`config.mk`:
```
export PLATFORM = sky130hd
export DESIGN_NAME = atsm_ctrl
export DESIGN_NICKNAME = d
export VERILOG_FILES = /design/src/hw/rtl/atsm_pkg.sv /design/src/hw/rtl/atsm_ctrl.sv
export SDC_FILE = /design/constraint.sdc
export NUM_CORES = 1
export LEC_CHECK = 0
export ABC_AREA = 1
export BUFFER_PORTS_ARGS = -buffer_cell sky130_fd_sc_hd__buf_4
export CAP_MARGIN = 30
export CORE_ASPECT_RATIO = 1.25
export CORE_UTILIZATION = 50
export DETAILED_ROUTE_END_ITERATION = 8
export PLACE_DENSITY = 0.76
export SETUP_SLACK_MARGIN = 0.5
export SLEW_MARGIN = 40
export SYNTH_ARGS = -nofsm -noshare
export SYNTH_HDL_FRONTEND = slang
export SYNTH_SLANG_ARGS = --single-unit
```
`constraint.sdc`:
```
create_clock -name clk_i -period 1.65 [get_ports clk_i]
set_input_delay 0.495 -clock clk_i [delete_from_list [all_inputs] [get_ports clk_i]]
set_output_delay 0.495 -clock clk_i [all_outputs]
set_load 0.01 [all_outputs]
```
`src/hw/rtl/atsm_pkg.sv`:
```
// shared types, constants and the arctangent table of the tilt smoother
package atsm_pkg;

  // default parameter values
  localparam int CAL_SAMPLES_DEF  = 50;
  localparam int CORDIC_STEPS_DEF = 16;

  // angle format: degrees with ANGLE_FRAC_BITS fraction bits, cordic angle at 2^-ZFRAC degree
  localparam int ANGLE_FRAC_BITS = 8;
  localparam int ZFRAC           = 20;
  localparam int ANGLE_SHIFT     = ZFRAC - ANGLE_FRAC_BITS;
  localparam int ZHALF           = 1 << (ANGLE_SHIFT - 1);
  localparam int Z180            = 180 << ZFRAC;
  localparam int FULL_ANGLE      = 180 << ANGLE_FRAC_BITS;

  // sequencing lengths
  localparam int STEP_W     = 5;
  localparam int SQRT_STEPS = 16;

  // offset averaging by reciprocal multiply: magnitudes below 2^MAG_W, window of at most 63
  localparam int MAG_W       = 23;
  localparam int RECIP_SHIFT = MAG_W + 6;
  localparam int RECIP_W     = RECIP_SHIFT + 1;

  // configuration register indexes and reset values
  localparam logic [0:0] REG_ALPHA     = 1'b0;
  localparam logic [0:0] REG_LEVEL_THR = 1'b1;
  localparam logic [15:0] ALPHA_RST    = 16'd9830;
  localparam logic [15:0] THR_RST      = 16'd256;

  // commands from the controller to the datapath
  typedef struct packed {
    logic              load;
    logic              sq_y;
    logic              sq_z;
    logic              sqrt_step;
    logic              cord_init;
    logic              cord_step;
    logic              cord_end;
    logic              update;
    logic              sub;
    logic              mul_lo;
    logic              mul_hi;
    logic              div_last;
    logic              out_load;
    logic              axis;
    logic [STEP_W-1:0] step;
  } atsm_cmd_t;

  // status from the datapath to the controller
  typedef struct packed {
    logic win;
    logic complete;
  } atsm_sts_t;

  // atan(2^-i) in 2^-20 degree
  function automatic logic signed [29:0] atsm_atan(input logic [STEP_W-1:0] i);
    logic signed [29:0] v;
    case (i)
      5'd0:    v = 30'sd47185920;
      5'd1:    v = 30'sd27855475;
      5'd2:    v = 30'sd14718068;
      5'd3:    v = 30'sd7471121;
      5'd4:    v = 30'sd3750058;
      5'd5:    v = 30'sd1876857;
      5'd6:    v = 30'sd938658;
      5'd7:    v = 30'sd469357;
      5'd8:    v = 30'sd234682;
      5'd9:    v = 30'sd117342;
      5'd10:   v = 30'sd58671;
      5'd11:   v = 30'sd29335;
      5'd12:   v = 30'sd14668;
      5'd13:   v = 30'sd7334;
      5'd14:   v = 30'sd3667;
      5'd15:   v = 30'sd1833;
      5'd16:   v = 30'sd917;
      5'd17:   v = 30'sd458;
      5'd18:   v = 30'sd229;
      5'd19:   v = 30'sd115;
      5'd20:   v = 30'sd57;
      5'd21:   v = 30'sd29;
      5'd22:   v = 30'sd14;
      5'd23:   v = 30'sd7;
      default: v = 30'sd0;
    endcase
    return v;
  endfunction

endpackage

```
`src/hw/rtl/atsm_ctrl.sv`:
```
// sequencing state machine of the tilt smoother
module atsm_ctrl #(
  parameter int CORDIC_STEPS = atsm_pkg::CORDIC_STEPS_DEF
) (
  input  logic                clk_i,
  input  logic                rst_ni,
  input  logic                in_valid_i,
  output logic                in_ready_o,
  output logic                out_valid_o,
  input  logic                out_ready_i,
  input  atsm_pkg::atsm_sts_t sts_i,
  output atsm_pkg::atsm_cmd_t cmd_o
);
  import atsm_pkg::*;

  typedef enum logic [11:0] {
    S_IDLE  = 12'b0000_0000_0001,
    S_SQY   = 12'b0000_0000_0010,
    S_SQZ   = 12'b0000_0000_0100,
    S_SQRT  = 12'b0000_0000_1000,
    S_CINIT = 12'b0000_0001_0000,
    S_CSTEP = 12'b0000_0010_0000,
    S_CEND  = 12'b0000_0100_0000,
    S_UPD   = 12'b0000_1000_0000,
    S_SUB   = 12'b0001_0000_0000,
    S_MLO   = 12'b0010_0000_0000,
    S_MHI   = 12'b0100_0000_0000,
    S_DIV   = 12'b1000_0000_0000
  } ctrl_state_e;

  localparam logic [STEP_W-1:0] CORD_LAST = STEP_W'(CORDIC_STEPS - 1);
  localparam logic [STEP_W-1:0] SQRT_LAST = STEP_W'(SQRT_STEPS - 1);

  ctrl_state_e       state_q, state_d;
  logic [STEP_W-1:0] cnt_q, cnt_d;
  logic              phase_q, phase_d;
  logic              out_valid_q, out_valid_d;
  logic              fin_q, fin_d;

  // next state and commands
  always_comb begin
    state_d     = state_q;
    cnt_d       = cnt_q;
    phase_d     = phase_q;
    fin_d       = fin_q;
    out_valid_d = out_valid_q & ~out_ready_i;
    cmd_o       = '0;
    cmd_o.axis  = phase_q;
    cmd_o.step  = cnt_q;

    // finished item waits here until the output register is free
    if (fin_q) begin
      if (!out_valid_q || out_ready_i) begin
        cmd_o.out_load = 1'b1;
        out_valid_d    = 1'b1;
        fin_d          = 1'b0;
        state_d        = S_IDLE;
      end
    end else begin
      case (state_q)
        S_IDLE: begin
          if (in_valid_i) begin
            cmd_o.load = 1'b1;
            state_d    = S_SQY;
          end
        end
        S_SQY: begin
          cmd_o.sq_y = 1'b1;
          state_d    = S_SQZ;
        end
        S_SQZ: begin
          cmd_o.sq_z = 1'b1;
          cnt_d      = '0;
          state_d    = S_SQRT;
        end
        S_SQRT: begin
          cmd_o.sqrt_step = 1'b1;
          if (cnt_q == SQRT_LAST) begin
            cnt_d   = '0;
            phase_d = 1'b0;
            state_d = S_CINIT;
          end else begin
            cnt_d = cnt_q + 1'b1;
          end
        end
        S_CINIT: begin
          cmd_o.cord_init = 1'b1;
          cnt_d           = '0;
          state_d         = S_CSTEP;
        end
        S_CSTEP: begin
          cmd_o.cord_step = 1'b1;
          if (cnt_q == CORD_LAST) begin
            state_d = S_CEND;
          end else begin
            cnt_d = cnt_q + 1'b1;
          end
        end
        S_CEND: begin
          cmd_o.cord_end = 1'b1;
          if (!phase_q) begin
            phase_d = 1'b1;
            state_d = S_CINIT;
          end else begin
            state_d = S_UPD;
          end
        end
        S_UPD: begin
          cmd_o.update = 1'b1;
          phase_d      = 1'b0;
          cnt_d        = '0;
          if (sts_i.win) begin
            if (sts_i.complete) begin
              state_d = S_DIV;
            end else begin
              fin_d = 1'b1;
            end
          end else begin
            state_d = S_SUB;
          end
        end
        S_SUB: begin
          cmd_o.sub = 1'b1;
          state_d   = S_MLO;
        end
        S_MLO: begin
          cmd_o.mul_lo = 1'b1;
          state_d      = S_MHI;
        end
        S_MHI: begin
          cmd_o.mul_hi = 1'b1;
          if (!phase_q) begin
            phase_d = 1'b1;
            state_d = S_SUB;
          end else begin
            fin_d = 1'b1;
          end
        end
        S_DIV: begin
          cmd_o.div_last = 1'b1;
          fin_d          = 1'b1;
        end
        default: begin
          state_d = S_IDLE;
        end
      endcase
    end
  end

  // state registers
  always_ff @(posedge clk_i or negedge rst_ni) begin
    if (!rst_ni) begin
      state_q     <= S_IDLE;
      cnt_q       <= '0;
      phase_q     <= 1'b0;
      out_valid_q <= 1'b0;
      fin_q       <= 1'b0;
    end else begin
      state_q     <= state_d;
      cnt_q       <= cnt_d;
      phase_q     <= phase_d;
      out_valid_q <= out_valid_d;
      fin_q       <= fin_d;
    end
  end

  assign in_ready_o  = (state_q == S_IDLE) && !fin_q;
  assign out_valid_o = out_valid_q;

endmodule

```
==> run summary <==
Worst setup path
* 5 — Worst Path Max Fanout
* 12 — number of cells on the worst reg-to-reg path
* 1.80 ns — data arrival at the endpoint of the critical path
* 1 — critical path buffer and inverter count
* 1.15 ns — required arrival time at the worst endpoint
* 0.42 ns — Slowest Stage Delay on Critical Path
* nor2_1 -> nand2_2 -> nor2_4 -> nand2_2 -> nor2_1 -> buf_4 — CP cell instances
* 6 — Stages on worst setup path
* -0.38 ns — Reg2Reg Setup Slack
* sky130_fd_sc_hd__dfrtp_1 — slowest CP cell
* state_q[2]$_DFFE_PN0P_ — Critical R2R Capture
* state_q[0]$_DFFE_PN1P_ — reg-to-reg critical path startpoint
* flop — Startpoint Class
* output port — CP endpoint kind
* reg -> out — type of the worst setup path
* simple AND/OR/NAND/NOR gates — Top delay family on crit path

Yosys
* 26 — Cell variety after synth
* sky130_fd_sc_hd__dfrtp_1 — largest area contributor in the netlist
* sky130_fd_sc_hd__dfrtp_1 (33%), sky130_fd_sc_hd__nand2_1 (19%), sky130_fd_sc_hd__inv_1 (8.3%) — cell types with the largest area share after synthesis
* 236 — total nets after synthesis
* 20 — flip-flop and latch count after synthesis
* 6.394 um^2 — Syn Area/Cell
* 0.3457 — post-synthesis sequential area ratio
* 0 — Synth Warn #
* 0.3276 — area share of the leading cell type in the synthesized netlist
* 227 — gate count of the mapped netlist
* 0.001451 mm^2 — post-synthesis instance area

Die
* 0.5363 — Starting Density
* 0.002706 mm^2 — total core area
* 0.003124 mm^2 — Die Area
* 27 — number of placed I/O pins
* 21 — number of cell rows
* 50.19 um — die width
* 62.24 um — die outline height

Final layout
* 0.9639 — final core occ
* 79.74% — relative area change from synthesis to final layout
* 321 — NumNets Final
* 0.002609 mm^2 — final std cell area, no fill
* 0.5756 — fraction of layout instances using a drive strength above 1

Clock tree
* 0.32 ns — clock latency reported for the late side of the worst-skew pair
* sky130_fd_sc_hd__clkbuf_4 — buffer type at the clock tree root
* built — CTS tree
* 0.13 ns — clock transition at the registers of the reported paths
* 20 — number of clock sinks seen by CTS
* 2 — clock tree buffer depth
* 1 — number of levels the H-tree was split into
* 0 — number of buffers inserted for hold repair after clock tree synthesis
* 3 — TritonCTS buffer count

Detailed routing
* 23.19 um — wire per inst
* 2279 — routed vias
* 0 — Antenna Violating Nets Remaining
* 8 — number of detailed-routing iterations run before antenna repair
* 8025 um — detailed-route wire length
* 6.587 — routed vias/inst
* 226 — Initial DRC Count
* 0 — total DRC errors in the routed layout

Global routing
* 9080 um — global-route wire length before repair
* 0.3809 — global routing usage summed across all routing layers
* 1963 — vias in the first global route
* 0 — total global routing overflow
* 21 — maximum number of pins on one net before global-route repair
* 1 — antenna violations before repair

Place
* 0.8888 — Final GP Congestion
* 0.001979 mm^2 — placed cell area
* 2793 um — half-perimeter wire length after detailed placement
* 26 — number of port buffers

Power
* 0.114 — power share of the clock group
* 0.243 — sequential group share of total power
* 1.398 nW — leakage component of the power
* 0.9900 mV — highest ir drop seen on vdd
* 1.296 mW — Net Switching
* 0.4752 — switching share of power
* 1.431 mW — Cell Int Power
* 2.727 mW — Pwr Total
* 1046 mW/mm^2 — power per standard cell area
* 0.643 — combinational fraction of design power

Status
* complete, but fails checks — run status
* setup timing — violated checks

Min path
* in -> async — Tightest Hold Check Type

Timing
* true — unrepaired setup endpoints after global routing
* 0.008314 ns — worst clock skew
* 2.292 ns — final critical path time including I/O delays and setup
* 0.3769 ns — Slew @ Worst Pin
* 0 — max-slew violation total from the final report
* -0.6416 ns — final setup margin
* 0 — final hold viol count
* 1.389 — crit share post-route
* 34 — final setup vio count
* 0.4364 GHz — Max Clock Freq
* 0.7468 — headroom to the max-slew limit

Job
* 0 — max cap viols

cell families after synthesis:
group	share of synthesized area
AOI/OAI and AO/OA	0.04914
adders and majority gates	0.02586
buffers and inverters	0.1155
DFF	0.3457
and+or+nand+nor	0.4517
xor gates and xnor gates	0.01207
Yosys cell counts (all sizes together):
cell / count
a21oi: 3
and3: 1
buf: 5
clkbuf: 1
dfrtp: 19
dfstp: 1
ha: 3
inv: 34
nand2: 79
nand3: 21
nand4: 4
nor2: 38
nor3: 5
nor3b: 1
o21ai: 9
o21bai: 1
xnor2: 1
xor2: 1
registers in the layout, summed over array words and instances (netlist names):
name and flops:
state_q 12, fin_q 1, phase_q 1, out_valid_o 1, cnt_q 5
power groups by stage:
stage	combinational [mW]	sequential (mW)	clock, mW
after floorplan	0.642	0.650	0
after global placement	1.01	0.633	0
after detailed placement	1.02	0.636	0
after CTS	1.38	0.639	0.307
after global routing	1.82	0.663	0.340
final	1.75	0.663	0.310
cell type report:
| type | instances | area, um^2 |
|---|---|---|
| multi-input cells | 168 | 1117 |
| repair buffers | 85 | 770.7 |
| flip-flops and latches | 20 | 501.7 |
| inverters | 34 | 137.6 |
| fillers | 60 | 97.59 |
| well taps | 34 | 42.54 |
| clock buffers | 4 | 36.28 |
| diodes | 1 | 2.502 |
per-layer routing:
layer  wire length [um]  GRT usage
met3                888    0.06618
met2               3623     0.6550
met4               1005     0.2000
met5                  0          0
met1               2507     0.4359
how the worst max path moves through the flow:
| stage | start | endpoint | slack, ns |
|---|---|---|---|
| after floorplan | state_q[11]$_DFFE_PN0P_ | cmd_o[16] | 0.04 |
| after global placement | state_q[7]$_DFFE_PN0P_ | cmd_o[18] | -0.02 |
| after detailed placement | state_q[11]$_DFFE_PN0P_ | cmd_o[18] | -0.04 |
| after CTS | state_q[5]$_DFFE_PN0P_ | cmd_o[18] | -0.37 |
| after global routing | state_q[9]$_DFFE_PN0P_ | cmd_o[13] | -0.71 |
| final | state_q[9]$_DFFE_PN0P_ | cmd_o[13] | -0.64 |
cells in the final DEF (no fill, tap or decap), types with 3 or more instances in the layout:
| master | instances |
|---|---|
| sky130_fd_sc_hd__buf_4 | 52 |
| sky130_fd_sc_hd__nand2_1 | 46 |
| sky130_fd_sc_hd__buf_6 | 32 |
| sky130_fd_sc_hd__nand2_2 | 26 |
| sky130_fd_sc_hd__inv_1 | 22 |
| sky130_fd_sc_hd__dfrtp_1 | 19 |
| sky130_fd_sc_hd__nor2_4 | 15 |
| sky130_fd_sc_hd__nor2_1 | 14 |
| sky130_fd_sc_hd__nand3_1 | 12 |
| sky130_fd_sc_hd__nor2_2 | 9 |
| sky130_fd_sc_hd__nand3_2 | 8 |
| sky130_fd_sc_hd__inv_2 | 8 |
| sky130_fd_sc_hd__nand2_4 | 8 |
| sky130_fd_sc_hd__inv_4 | 4 |
| sky130_fd_sc_hd__o21ai_1 | 4 |
| sky130_fd_sc_hd__nand4_1 | 4 |
| sky130_fd_sc_hd__clkbuf_4 | 3 |
metrics by stage:
stage	TNS (ns)	std cells	hold slack, ns	setup slack [ns]
CTS	-4.866	340	0.04636	-0.3733
floorplan	0	227	0.1994	0.03515
global placement	-0.04200	314	0.3911	-0.02138
detailed placement	-0.3231	314	0.3925	-0.04479
finish	-13.19	346	0.03344	-0.6416
global route	-14.61	346	0.01907	-0.7148
timing repair:
item	CTS	global route
resized for setup	63	47
pin swaps	33	31
setup buffers	21	5
setup endpoints to repair	40	40
cloned	1	0
Power figures use the tool's default switching activity.
